File: config.mk
export PLATFORM = sky130hd
export DESIGN_NAME = etsrch_ctrl
export DESIGN_NICKNAME = d
export VERILOG_FILES = /design/src/rtl/etsrch_pkg.sv /design/src/rtl/etsrch_ctrl.sv
export SDC_FILE = /design/constraint.sdc
export NUM_CORES = 1
export LEC_CHECK = 0
export ABC_AREA = 1
export BUFFER_PORTS_ARGS = -buffer_cell sky130_fd_sc_hd__buf_4
export CAP_MARGIN = 0
export CORE_AREA = 2 2 39 41
export CTS_BUF_LIST = sky130_fd_sc_hd__clkbuf_8
export DETAILED_ROUTE_END_ITERATION = 16
export DIE_AREA = 0 0 41 43
export GPL_ROUTABILITY_DRIVEN = 1
export PLACE_DENSITY = 0.57
export RECOVER_POWER = 50
export SYNTH_ARGS = -nofsm -noshare
export SYNTH_HDL_FRONTEND = slang
export SYNTH_SLANG_ARGS = --single-unit
File: constraint.sdc
create_clock -name clk -period 1 [get_ports clk]
set_clock_uncertainty 0.1 [all_clocks]
set_input_delay 0.05 -clock clk [delete_from_list [all_inputs] [get_ports clk]]
set_output_delay 0.05 -clock clk [all_outputs]
set_load 0.05 [all_outputs]
File: src/rtl/etsrch_pkg.sv
// ----------------------------------------------------------------------------
// etsrch_pkg
// Shared types and constants of the edge trigger search block.
// ----------------------------------------------------------------------------
package etsrch_pkg;

    // Fixed field widths of the item, result and configuration port
    localparam int SAMPLE_W    = 12;
    localparam int LEVEL_W     = 12;
    localparam int INDEX_W     = 11;
    localparam int CFG_INDEX_W = 2;
    localparam int CFG_DATA_W  = 12;

    // Register reset values
    localparam logic [LEVEL_W-1:0] LEVEL_RESET = 12'd2048;

    // Configuration register indexes
    localparam logic [CFG_INDEX_W-1:0] CFG_TRIGGER_LEVEL = 2'd0;
    localparam logic [CFG_INDEX_W-1:0] CFG_EDGE_FALLING  = 2'd1;

    // Item modes
    localparam logic MODE_STORE  = 1'b0;
    localparam logic MODE_SEARCH = 1'b1;

    typedef struct packed {
        logic                mode;
        logic [SAMPLE_W-1:0] sample;
    } item_t;

    typedef struct packed {
        logic [INDEX_W-1:0] trigger_index;
        logic               trigger_found;
    } result_t;

    // Controller to datapath commands
    typedef struct packed {
        logic store_en;     // write the item's sample at the next ring position
        logic search_load;  // latch the start position, clear the step counter
        logic rd_en;        // read one store entry and shift the sample pair
        logic step;         // move the test position back by one
        logic out_load;     // capture the search result
    } cmd_t;

    // Datapath to controller status
    typedef struct packed {
        logic hit;   // edge at the current test position
        logic last;  // current test position is the final one of the walk
    } status_t;

endpackage

File: src/rtl/etsrch_ctrl.sv
// ----------------------------------------------------------------------------
// etsrch_ctrl
// Sequencer for store and search items, and the result valid flag.
// ----------------------------------------------------------------------------
module etsrch_ctrl (
    input  logic                 clk,
    input  logic                 rst_n,
    input  logic                 item_valid,
    output logic                 item_ready,
    input  logic                 item_mode,
    output logic                 result_valid,
    input  logic                 result_ready,
    input  etsrch_pkg::status_t  status,
    output etsrch_pkg::cmd_t     cmd
);

    typedef enum logic [3:0] {
        ST_IDLE   = 4'b0001,
        ST_PRIME0 = 4'b0010,
        ST_PRIME1 = 4'b0100,
        ST_SCAN   = 4'b1000
    } state_t;

    state_t state_reg, state_next;
    logic   out_valid_reg, out_valid_next;
    logic   accept;
    logic   out_free;
    logic   done;

    assign item_ready   = (state_reg == ST_IDLE);
    assign accept       = item_valid && item_ready;
    assign out_free     = !out_valid_reg || result_ready;
    assign done         = status.hit || status.last;
    assign result_valid = out_valid_reg;

    always_comb
    begin
        state_next      = state_reg;
        cmd             = '0;
        cmd.store_en    = accept && (item_mode == etsrch_pkg::MODE_STORE);
        cmd.search_load = accept && (item_mode == etsrch_pkg::MODE_SEARCH);
        unique case (state_reg)
            ST_IDLE:
            begin
                if (cmd.search_load)
                begin
                    state_next = ST_PRIME0;
                end
            end
            ST_PRIME0:
            begin
                cmd.rd_en  = 1'b1;
                state_next = ST_PRIME1;
            end
            ST_PRIME1:
            begin
                cmd.rd_en  = 1'b1;
                state_next = ST_SCAN;
            end
            ST_SCAN:
            begin
                if (!done)
                begin
                    cmd.rd_en = 1'b1;
                    cmd.step  = 1'b1;
                end
                else if (out_free)
                begin
                    cmd.out_load = 1'b1;
                    state_next   = ST_IDLE;
                end
            end
            default:
            begin
                state_next = ST_IDLE;
            end
        endcase
    end

    always_comb
    begin
        if (cmd.out_load)
        begin
            out_valid_next = 1'b1;
        end
        else if (result_ready)
        begin
            out_valid_next = 1'b0;
        end
        else
        begin
            out_valid_next = out_valid_reg;
        end
    end

    always_ff @(posedge clk or negedge rst_n)
    begin
        if (!rst_n)
        begin
            state_reg     <= ST_IDLE;
            out_valid_reg <= 1'b0;
        end
        else
        begin
            state_reg     <= state_next;
            out_valid_reg <= out_valid_next;
        end
    end

    a_load_into_free: assert property (@(posedge clk) disable iff (!rst_n)
        cmd.out_load |-> (!out_valid_reg || result_ready))
        else $error("result captured over an untaken result");

    a_search_primes: assert property (@(posedge clk) disable iff (!rst_n)
        (item_valid && item_ready && item_mode == etsrch_pkg::MODE_SEARCH)
            |=> (state_reg == ST_PRIME0))
        else $error("accepted search did not start the read sequence");

    a_load_shows: assert property (@(posedge clk) disable iff (!rst_n)
        cmd.out_load |=> (result_valid && item_ready))
        else $error("captured result not presented or block not freed");

endmodule

==> results of run 1 <==
[per-layer routing]
layer  up-vias  track usage [%]
li1        175                -
met1       147             11.4
met2        13             19.1
met3         2             1.57
met4         0             8.00
met5         -                0
[kinds of logic (layout without fill, tap and decap cells)]
family          after synthesis  after routing  share of synthesized area, %
compound gates                3              3                          5.81
simple gates                 23             23                          39.9
buf+inv                      12             37                          15.1
flops                         5              5                          39.2
[power breakdown]
group	internal (W)	switching, W
clock network	0.000267	0.0000990
logic	0.000404	0.000505
registers	0.000253	0.0000314
total	0.000925	0.000635
[critical path, delay by kind of cell (launching register included)]
kind | cells | cell delay [ns]
buffers and inverters | 2 | 0.19
and+or+nand+nor | 4 | 0.31
DFF | 1 | 0.55
[metrics by stage]
stage	hold slack [ns]	setup slack (ns)
finish	-0.0158	-0.422
floorplan	-0.346	-0.290
CTS	-0.0143	-0.443
global placement	-0.246	-0.247
detailed placement	-0.246	-0.266
global route	0.0109	-0.482
[synth_stat cells]
cell type,number
nor2_4,2
inv_1,4
nand3_1,1
buf_4,1
dfrtp_1,4
inv_2,7
nand2_2,5
dfstp_2,1
nand4_2,1
nor2_1,5
nand2_1,7
o21ai_2,1
o21ai_0,2
nor2_2,2
[worst paths after layout]
| kind | end | slack [ns] | cells after the start | startpoint |
|---|---|---|---|---|
| setup / recovery | cmd[2] | -0.42 | 6 | state_reg[0]$_DFFE_PN1P_ |
| hold reg to reg | result_valid$_DFFE_PN0P_ | 0.39 | 2 | result_valid$_DFFE_PN0P_ |
| hold / removal | result_valid$_DFFE_PN0P_ | -0.02 | 4 | result_ready |
| max in group asynchronous | state_reg[0]$_DFFE_PN1P_ | 0.43 | 2 | rst_n |
| min in group asynchronous | state_reg[2]$_DFFE_PN0P_ | 0.11 | 2 | rst_n |
| setup reg to reg | state_reg[0]$_DFFE_PN1P_ | -0.26 | 5 | state_reg[0]$_DFFE_PN1P_ |
[timing repair]
action / in CTS / in global routing
gates cloned: 0 / 0
gates resized for setup: 13 / 3
endpoints found under the setup margin: 11 / 11
setup buffers: 1 / 3
hold buffers: 1 / 0
pin swaps: 7 / 4
hold endpoints to repair: 6 / 0
[final cells by class]
class                           instances  share of cell area, %
Clock inverter                          1                  0.735
Tap cell                               16                   2.94
Multi-Input combinational cell         26                   33.6
Timing Repair Buffer                   22                   30.1
Clock buffer                            3                   6.07
Inverter                               11                   7.72
Sequential cell                         5                   18.7
==> flow_metrics.env, run 1 <==
export IMPL_status="complete, but fails checks"
export IMPL_failed_checks="hold timing, setup timing"
export IMPL_antenna_left=0
export IMPL_wirelength_microns=697
export IMPL_diodes=0
export IMPL_endpoint_kind="output pin"
export IMPL_cts_clk_slew_worst_paths_ns=0.04
export IMPL_grt_setup_unrepaired="true"
export IMPL_syn_num_nets=50
export IMPL_hpwlAfterDp_microns=600
export IMPL_max_vdd_ir_drop_mv=1.30
export IMPL_synth_top_cell_by_area="dfrtp_1"
export IMPL_setup_ws_ns=-0.422
export IMPL_wl_met2_microns=378
export IMPL_wl_met3_microns=62
export IMPL_path_cells="inv_2, nand2_1, nor2_2, nor2_4, nand2_4, buf_8"
export IMPL_final_cell_mix="buf_4, inv_2, nor2_4"
export IMPL_path_max_fanout=2
export IMPL_p_total_w=0.00156
export IMPL_die_x_microns=41
export IMPL_hold_viol_final=1
export IMPL_max_freq_ghz=0.703
export IMPL_slew_viol_final=0
export IMPL_vias=337
export IMPL_cp_data_required_time_ns=0.85
export IMPL_grtUsageTotal_pct=11.2
export IMPL_worst_pin_slew_ns=0.258
export IMPL_nFillCells=142
export IMPL_yosysWarnings=0
export IMPL_critPathKind="flop to output pin"
export IMPL_grt_max_degree=6
export IMPL_slew_headroom_pct=82.8
export IMPL_nets=76
export IMPL_syn_to_final_growth_pct=111
export IMPL_cts_sinks=5
export IMPL_rows=14
export IMPL_cts_buffers=3
export IMPL_max_cap_violations=0
export IMPL_ctsLongestPathBuffers=2
export IMPL_final_area_sq_um=681
export IMPL_multiInputGateArea_sq_um=229
export IMPL_cts_root_buffer="clkbuf_8"
export IMPL_synth_area_sq_um=323
export IMPL_leakage_nw=0.330
export IMPL_met1Wirelength_microns=238
export IMPL_arrival_ns=1.27
export IMPL_period_share_pct=142
export IMPL_coreArea_sq_mm=0.00138
export IMPL_power_density_mw_per_mm2=2290
export IMPL_grt_pass1_vias=344
export IMPL_mostFrequentLayoutCell="buf_4"
export IMPL_avgViaCountPerCell=4.01
export IMPL_antenna_found_initial=0
export IMPL_boundaryPins=14
export IMPL_drt_pass1_iter_count=1
export IMPL_insertion_delay_ns=0.22
export IMPL_die_y_microns=43
export IMPL_synthDistinctLibCells=14
export IMPL_placed_cells=77
export IMPL_ys_seq_area_share_pct=39.1
export IMPL_hold_slack_ns=-0.0158
export IMPL_wl_per_cell_microns=8.30
export IMPL_fin_tns_setup_ns=-3.02
export IMPL_largest_register_ffs=4
export IMPL_ys_ff_latch=5
export IMPL_yosysTopAreaCellShare_pct=31.0
export IMPL_ff_latch_area_sq_um=128
export IMPL_ys_top_cells_by_area="dfrtp_1, nand2_2, dfstp_2"
export IMPL_slowest_delay_ns=0.55
export IMPL_setup_viol=11
export IMPL_die_area_sq_mm=0.00176
export IMPL_grt_pass1_wl_microns=1280
export IMPL_start_util_pct=23.3
export IMPL_drc=0
export IMPL_fin_util_pct=49.2
export IMPL_synthCells=43
export IMPL_drive_gt1_share_pct=79.4
export IMPL_topRoutingLayerUsed="met4"
export IMPL_syn_avg_cell_area_sq_um=7.51
export IMPL_port_buffers=13
export IMPL_routabilityCongestion=0.747
export IMPL_period_needed_ns=1.42
export IMPL_cpMaxStageDelayCell="dfstp_2"
export IMPL_htreeDepth=1
export IMPL_hp_class="input port to flop"
export IMPL_layoutNonFillerInstCount=84
export IMPL_overflow=0
export IMPL_cts_tree="built"
export IMPL_first_iter_violations=0
export IMPL_crit_path_start_kind="flop"
export IMPL_placed_area_sq_um=556
(Power assumes the default switching activity.)
==> inputs of run 2 (changes only) <==
--- a/config.mk
+++ b/config.mk
@@ -7,3 +7,2 @@
 export LEC_CHECK = 0
-export ABC_AREA = 1
 export BUFFER_PORTS_ARGS = -buffer_cell sky130_fd_sc_hd__buf_4
@@ -15,3 +14,3 @@
 export GPL_ROUTABILITY_DRIVEN = 1
-export PLACE_DENSITY = 0.57
+export PLACE_DENSITY = 0.56
 export RECOVER_POWER = 50
==> constraint.sdc (replaced) <==
create_clock -name clk -period 1 [get_ports clk]
set_clock_uncertainty 0.1 [all_clocks]
set_input_delay 0.1 -clock clk [delete_from_list [all_inputs] [get_ports clk]]
set_output_delay 0.1 -clock clk [all_outputs]
set_load 0.05 [all_outputs]
==> run 2 against run 1 <==
Effect of this change: the flow finishes with violations (setup timing); sequential power decreased by 21%; register-to-register slack got worse by 0.16 ns; flip-flop and latch count unchanged; final cell count decreased by 14%.
==> flow_metrics.env, run 2 <==
export IMPL_status="complete, but fails checks"
export IMPL_failed_checks="setup timing"
export IMPL_synthSimpleGateAreaFrac_pct=38.4
export IMPL_setup_ws_ns=-0.581
export IMPL_slew_headroom_pct=76.9
export IMPL_drt_pass1_iter_count=2
export IMPL_rows=14
export IMPL_place_ws_ns=-0.386
export IMPL_wl_per_cell_microns=10.8
export IMPL_overflow=0
export IMPL_coreArea_sq_mm=0.00138
export IMPL_layoutNonFillerInstCount=72
export IMPL_multiInputGateArea_sq_um=214
export IMPL_drive_gt1_share_pct=71.4
export IMPL_yosysWarnings=0
export IMPL_synth_fa_ha_area_share_pct=0
export IMPL_synth_top_family_by_area="simple AND/OR/NAND/NOR gates"
export IMPL_insertion_delay_ns=0.22
export IMPL_grt_max_degree=9
export IMPL_leakage_nw=0.279
export IMPL_antenna_found_initial=0
export IMPL_p_total_w=0.000833
export IMPL_cts_sinks=5
export IMPL_syn_avg_cell_area_sq_um=10.1
export IMPL_drc=0
export IMPL_synthCells=31
export IMPL_ys_seq_area_share_pct=40.4
export IMPL_hold_viol_final=0
export IMPL_holdCritStartpoint="item_valid"
export IMPL_path_max_fanout=5
export IMPL_rr_startpoint="state_reg[3]$_DFFE_PN0P_"
export IMPL_routabilityCongestion=0.712
export IMPL_nets=64
export IMPL_wirelength_microns=779
export IMPL_cts_buffers=3
export IMPL_syn_to_final_growth_pct=98.8
export IMPL_vias=323
export IMPL_hpwlAfterDp_microns=530
export IMPL_htreeDepth=1
export IMPL_cts_root_buffer="clkbuf_8"
export IMPL_antenna_left=0
export IMPL_synth_top_cell_by_area="dfrtp_1"
export IMPL_synth_xor_area_share_pct=0
export IMPL_cts_clk_slew_worst_paths_ns=0.03
export IMPL_period_share_pct=158
export IMPL_critPathLaunch="state_reg[3]$_DFFE_PN0P_"
export IMPL_largest_register_ffs=4
export IMPL_slew_viol_final=0
export IMPL_ys_ff_latch=5
export IMPL_synth_area_sq_um=313
export IMPL_cts_tree="built"
export IMPL_grt_pass1_wl_microns=1190
export IMPL_mostFrequentLayoutCell="buf_4"
export IMPL_critPathKind="flop to output pin"
export IMPL_max_vdd_ir_drop_mv=0.760
export IMPL_max_cap_violations=0
export IMPL_placed_cells=65
export IMPL_ys_async_sr_fraction_pct=100
export IMPL_cp_data_required_time_ns=0.80
export IMPL_diodes=0
export IMPL_setup_viol=11
export IMPL_die_y_microns=43
export IMPL_yosysTopAreaCellShare_pct=32.0
export IMPL_endpoint_kind="output pin"
export IMPL_nFillCells=135
export IMPL_hp_class="input port to flop"
export IMPL_crit_path_start_kind="flop"
export IMPL_boundaryPins=14
export IMPL_synth_compound_area_share_pct=13.6
export IMPL_ys_top_cells_by_area="dfrtp_1, dfstp_2, nor4b_4"
export IMPL_ff_latch_area_sq_um=130
export IMPL_grtUsageTotal_pct=10.8
export IMPL_first_iter_violations=2
export IMPL_port_buffers=13
export IMPL_synthTopCellsByCount="dfrtp_1, nor2_1"
export IMPL_ctsLongestPathBuffers=2
export IMPL_start_util_pct=22.6
export IMPL_worst_pin_slew_ns=0.344
export IMPL_die_x_microns=41
export IMPL_grt_setup_unrepaired="true"
export IMPL_arrival_ns=1.38
export IMPL_final_cell_mix="buf_4, buf_6, clkbuf_8, dfrtp_2"
export IMPL_grt_pass1_vias=306
export IMPL_period_needed_ns=1.58
export IMPL_synth_flop_cell="dfrtp_1"
export IMPL_max_freq_ghz=0.632
export IMPL_synth_edff_count=0
export IMPL_synthMuxAreaShare_pct=0
export IMPL_die_area_sq_mm=0.00176
export IMPL_syn_num_nets=38
export IMPL_synthDistinctLibCells=21
export IMPL_power_density_mw_per_mm2=1340
export IMPL_avgViaCountPerCell=4.49
## run 2: changes by cell type after synthesis, sizes merged, moves of 2 or more
cell	before	now
nor2b	0	2
nand2	12	2
buf	1	3
inv	11	0
nor3	0	2
nor4b	0	2
nand2b	0	2
nor2	9	4
and3	0	2
o21ai	3	1
## run 2: through the flow
stage	utilization, %	TNS [ns]	hold WS, ns	instance area (sq um)
after global routing	44.9	-4.96	0.0633	622
after global placement	34.7	-3.16	-0.195	480
after detailed placement	34.7	-3.22	-0.195	480
after floorplan	-	-6.14	-0.296	333
final	44.9	-4.35	0.0517	622
after CTS	43.1	-4.39	0.0534	597
## run 2: repair_timing
action,CTS,global route
cloned,0,0
buffers inserted,1,1
pin swaps,4,2
hold endpoints to repair,5,0
setup endpoints to repair,12,11
hold buffers,1,0
resized for setup,13,5
## run 2: report_power, final
part	total [W]	leakage, nW	switching [W]	internal, W
combinational	0.000252	0.191	0.000128	0.000124
sequential	0.000226	0.0606	0.00000947	0.000216
clock	0.000355	0.0269	0.0000925	0.000262
total	0.000833	0.279	0.000230	0.000602
## run 2: final timing paths
kind                       cells after the start  slack (ns)                        to
min reg2reg                                    3        0.53  result_valid$_DFFE_PN0P_
max in group asynchronous                      2        0.37  state_reg[0]$_DFFE_PN1P_
min                                            2        0.05  state_reg[1]$_DFFE_PN0P_
min in group asynchronous                      2        0.17  state_reg[2]$_DFFE_PN0P_
max                                            3       -0.58                    cmd[3]
max reg2reg                                    5       -0.42  state_reg[0]$_DFFE_PN1P_
## run 2: worst max-delay path, cell delays in order (launching register included)
cell and delay (ns):
dfrtp_2 0.44, nor4b_4 0.33, and3_4 0.25, buf_8 0.14
## run 2: cell families after synthesis
family | count (synthesis)
buf+inv | 3
simple gates | 17
compound gates | 6
flops | 5
## run 2: layout make-up
| type | instances | area share (%) |
|---|---|---|
| Tap cell | 16 | 3.22 |
| Multi-Input combinational cell | 23 | 34.4 |
| Clock inverter | 1 | 0.604 |
| Clock buffer | 3 | 6.64 |
| Sequential cell | 5 | 20.9 |
| Timing Repair Buffer | 24 | 34.2 |
## run 2: metal layers
metal  global-route usage, %  part of all wire (%)  vias up
met5                       0                     0        -
li1                        -                     -      160
met3                    4.71                   6.5        4
met1                    9.48                    42      149
met4                    10.0                   3.3        0
met2                    16.9                    48       10
==> inputs of run 3 (changes only) <==
BUFFER_PORTS_ARGS = -buffer_cell sky130_fd_sc_hd__buf_2   (was -buffer_cell sky130_fd_sc_hd__buf_4)
==> run 3 against run 2 <==
Effect of this change: the run still ends with setup timing left; final cell count is 6.9% higher; critical path depth is the same; first-iteration DRC count shrank 50%; combinational power is essentially flat; clock-buffer cell count did not move; hold slack better by 0.040 ns; largest cell class is now buffers.
==> flow_metrics.env, run 3 (synthesized netlist as in run 2, its figures left out) <==
export IMPL_die_area_sq_mm=0.00176
export IMPL_grt_setup_unrepaired="true"
export IMPL_drt_pass1_iter_count=2
export IMPL_htreeDepth=1
export IMPL_cts_buffers=3
export IMPL_max_vdd_ir_drop_mv=0.717
export IMPL_critPathKind="flop to output pin"
export IMPL_cp_top_family="flip-flops"
export IMPL_place_ws_ns=-0.432
export IMPL_p_total_w=0.000834
export IMPL_leakage_nw=0.302
export IMPL_setup_ws_ns=-0.583
export IMPL_cts_clk_slew_worst_paths_ns=0.03
export IMPL_avgViaCountPerCell=4.31
export IMPL_vias=332
export IMPL_cts_tree="built"
export IMPL_routabilityCongestion=0.635
export IMPL_antenna_found_initial=0
export IMPL_largest_register_ffs=4
export IMPL_grtUsageTotal_pct=9.70
export IMPL_slowest_delay_ns=0.52
export IMPL_slew_viol_final=0
export IMPL_first_iter_violations=1
export IMPL_r2r_slack_ns=-0.52
export IMPL_ctsLongestPathBuffers=2
export IMPL_period_share_pct=158
export IMPL_multiInputGateArea_sq_um=211
export IMPL_rows=14
export IMPL_worst_pin_slew_ns=0.277
export IMPL_cts_root_buffer="clkbuf_8"
export IMPL_power_density_mw_per_mm2=1290
export IMPL_drc=0
export IMPL_die_x_microns=41
export IMPL_setup_viol=11
export IMPL_wl_per_cell_microns=10.5
export IMPL_failed_checks="setup timing"
export IMPL_placed_area_sq_um=478
export IMPL_final_cell_mix="buf_4, buf_6, buf_2"
export IMPL_slew_headroom_pct=81.5
export IMPL_cp_num_buf_inv=1
export IMPL_final_area_sq_um=648
export IMPL_period_needed_ns=1.58
export IMPL_die_y_microns=43
export IMPL_path_max_fanout=3
export IMPL_hp_class="input port to flop"
export IMPL_antenna_left=0
export IMPL_coreArea_sq_mm=0.00138
export IMPL_cts_sinks=5
export IMPL_endpoint_kind="output pin"
export IMPL_start_util_pct=22.6
export IMPL_grt_pass1_vias=303
export IMPL_grt_pass1_wl_microns=1170
export IMPL_diodes=0
export IMPL_insertion_delay_ns=0.22
export IMPL_ff_latch_area_sq_um=130
export IMPL_cp_data_required_time_ns=0.80
export IMPL_cpMaxStageDelayCell="dfstp_2"
export IMPL_drive_gt1_share_pct=72.1
export IMPL_boundaryPins=14
export IMPL_fin_tns_setup_ns=-4.61
export IMPL_hpwlAfterDp_microns=535
export IMPL_nets=69
export IMPL_hold_viol_final=0
export IMPL_path_cells="nor4b_4, and3_4, buf_8"
export IMPL_max_cap_violations=0
export IMPL_max_freq_ghz=0.632
export IMPL_grt_max_degree=9
export IMPL_syn_to_final_growth_pct=107
export IMPL_port_buffers=13
export IMPL_arrival_ns=1.38
export IMPL_wirelength_microns=807
export IMPL_status="complete, but fails checks"
export IMPL_mostFrequentLayoutCell="buf_4"
export IMPL_crit_path_start_kind="flop"
export IMPL_overflow=0
export IMPL_nFillCells=125
==> run 3: cell count changes in the layout (fill, tap and decap cells not counted) <==
| cell | previous run | this run |
|---|---|---|
| buf_2 | 0 | 5 |
| buf_4 | 15 | 14 |
| buf_6 | 5 | 6 |
| nor2_1 | 2 | 3 |
| nor2_2 | 1 | 0 |
| nor4_2 | 0 | 1 |
| nor4_4 | 1 | 0 |
| nor4b_2 | 1 | 0 |
| nor4b_4 | 1 | 2 |
==> run 3: path summary, 6_finish.rpt <==
check / startpoint / to / cells after the start
max reg2reg: state_reg[0]$_DFFE_PN1P_ / state_reg[0]$_DFFE_PN1P_ / 6
min: item_valid / state_reg[1]$_DFFE_PN0P_ / 2
min reg2reg: result_valid$_DFFE_PN0P_ / result_valid$_DFFE_PN0P_ / 3
max: state_reg[0]$_DFFE_PN1P_ / cmd[3] / 3
min in group asynchronous: rst_n / result_valid$_DFFE_PN0P_ / 2
max in group asynchronous: rst_n / state_reg[0]$_DFFE_PN1P_ / 2
==> run 3: final cells by class <==
class | count | area share [%]
well taps | 16 | 3.09
clock inverters | 1 | 0.579
repair buffers | 29 | 37.3
clock buffers | 3 | 6.37
multi-input cells | 23 | 32.6
flip-flops and latches | 5 | 20.1
==> run 3: per-stage QoR <==
stage               utilization (%)  hold WS (ns)  std cells
global route                   46.8        0.0838         77
CTS                            45.6        0.0731         75
finish                         46.8        0.0916         77
floorplan                         -        -0.296         31
detailed placement             34.5        -0.181         69
global placement               34.5        -0.182         69
==> run 3: repair_timing <==
| action | CTS | global route |
|---|---|---|
| pin swaps | 5 | 2 |
| endpoints found under the hold margin | 5 | 0 |
| resized for setup | 24 | 1 |
| hold buffers | 1 | 0 |
| setup buffers | 2 | 2 |
| endpoints found under the setup margin | 12 | 11 |
==> run 3: where the power goes <==
group	switching (W)	internal, W	total (W)
combinational	0.000130	0.000123	0.000253
clock	0.0000943	0.000263	0.000357
sequential	0.00000866	0.000216	0.000225
==> run 3: routing by layer <==
metal	track usage (%)	vias to the layer above	part of all wire (%)	wire, microns
met2	13.4	8	54	432
met5	0	-	0	0
li1	-	170	-	-
met3	3.14	0	4.6	37
met1	12.5	154	42	337
met4	6.00	0	0	0
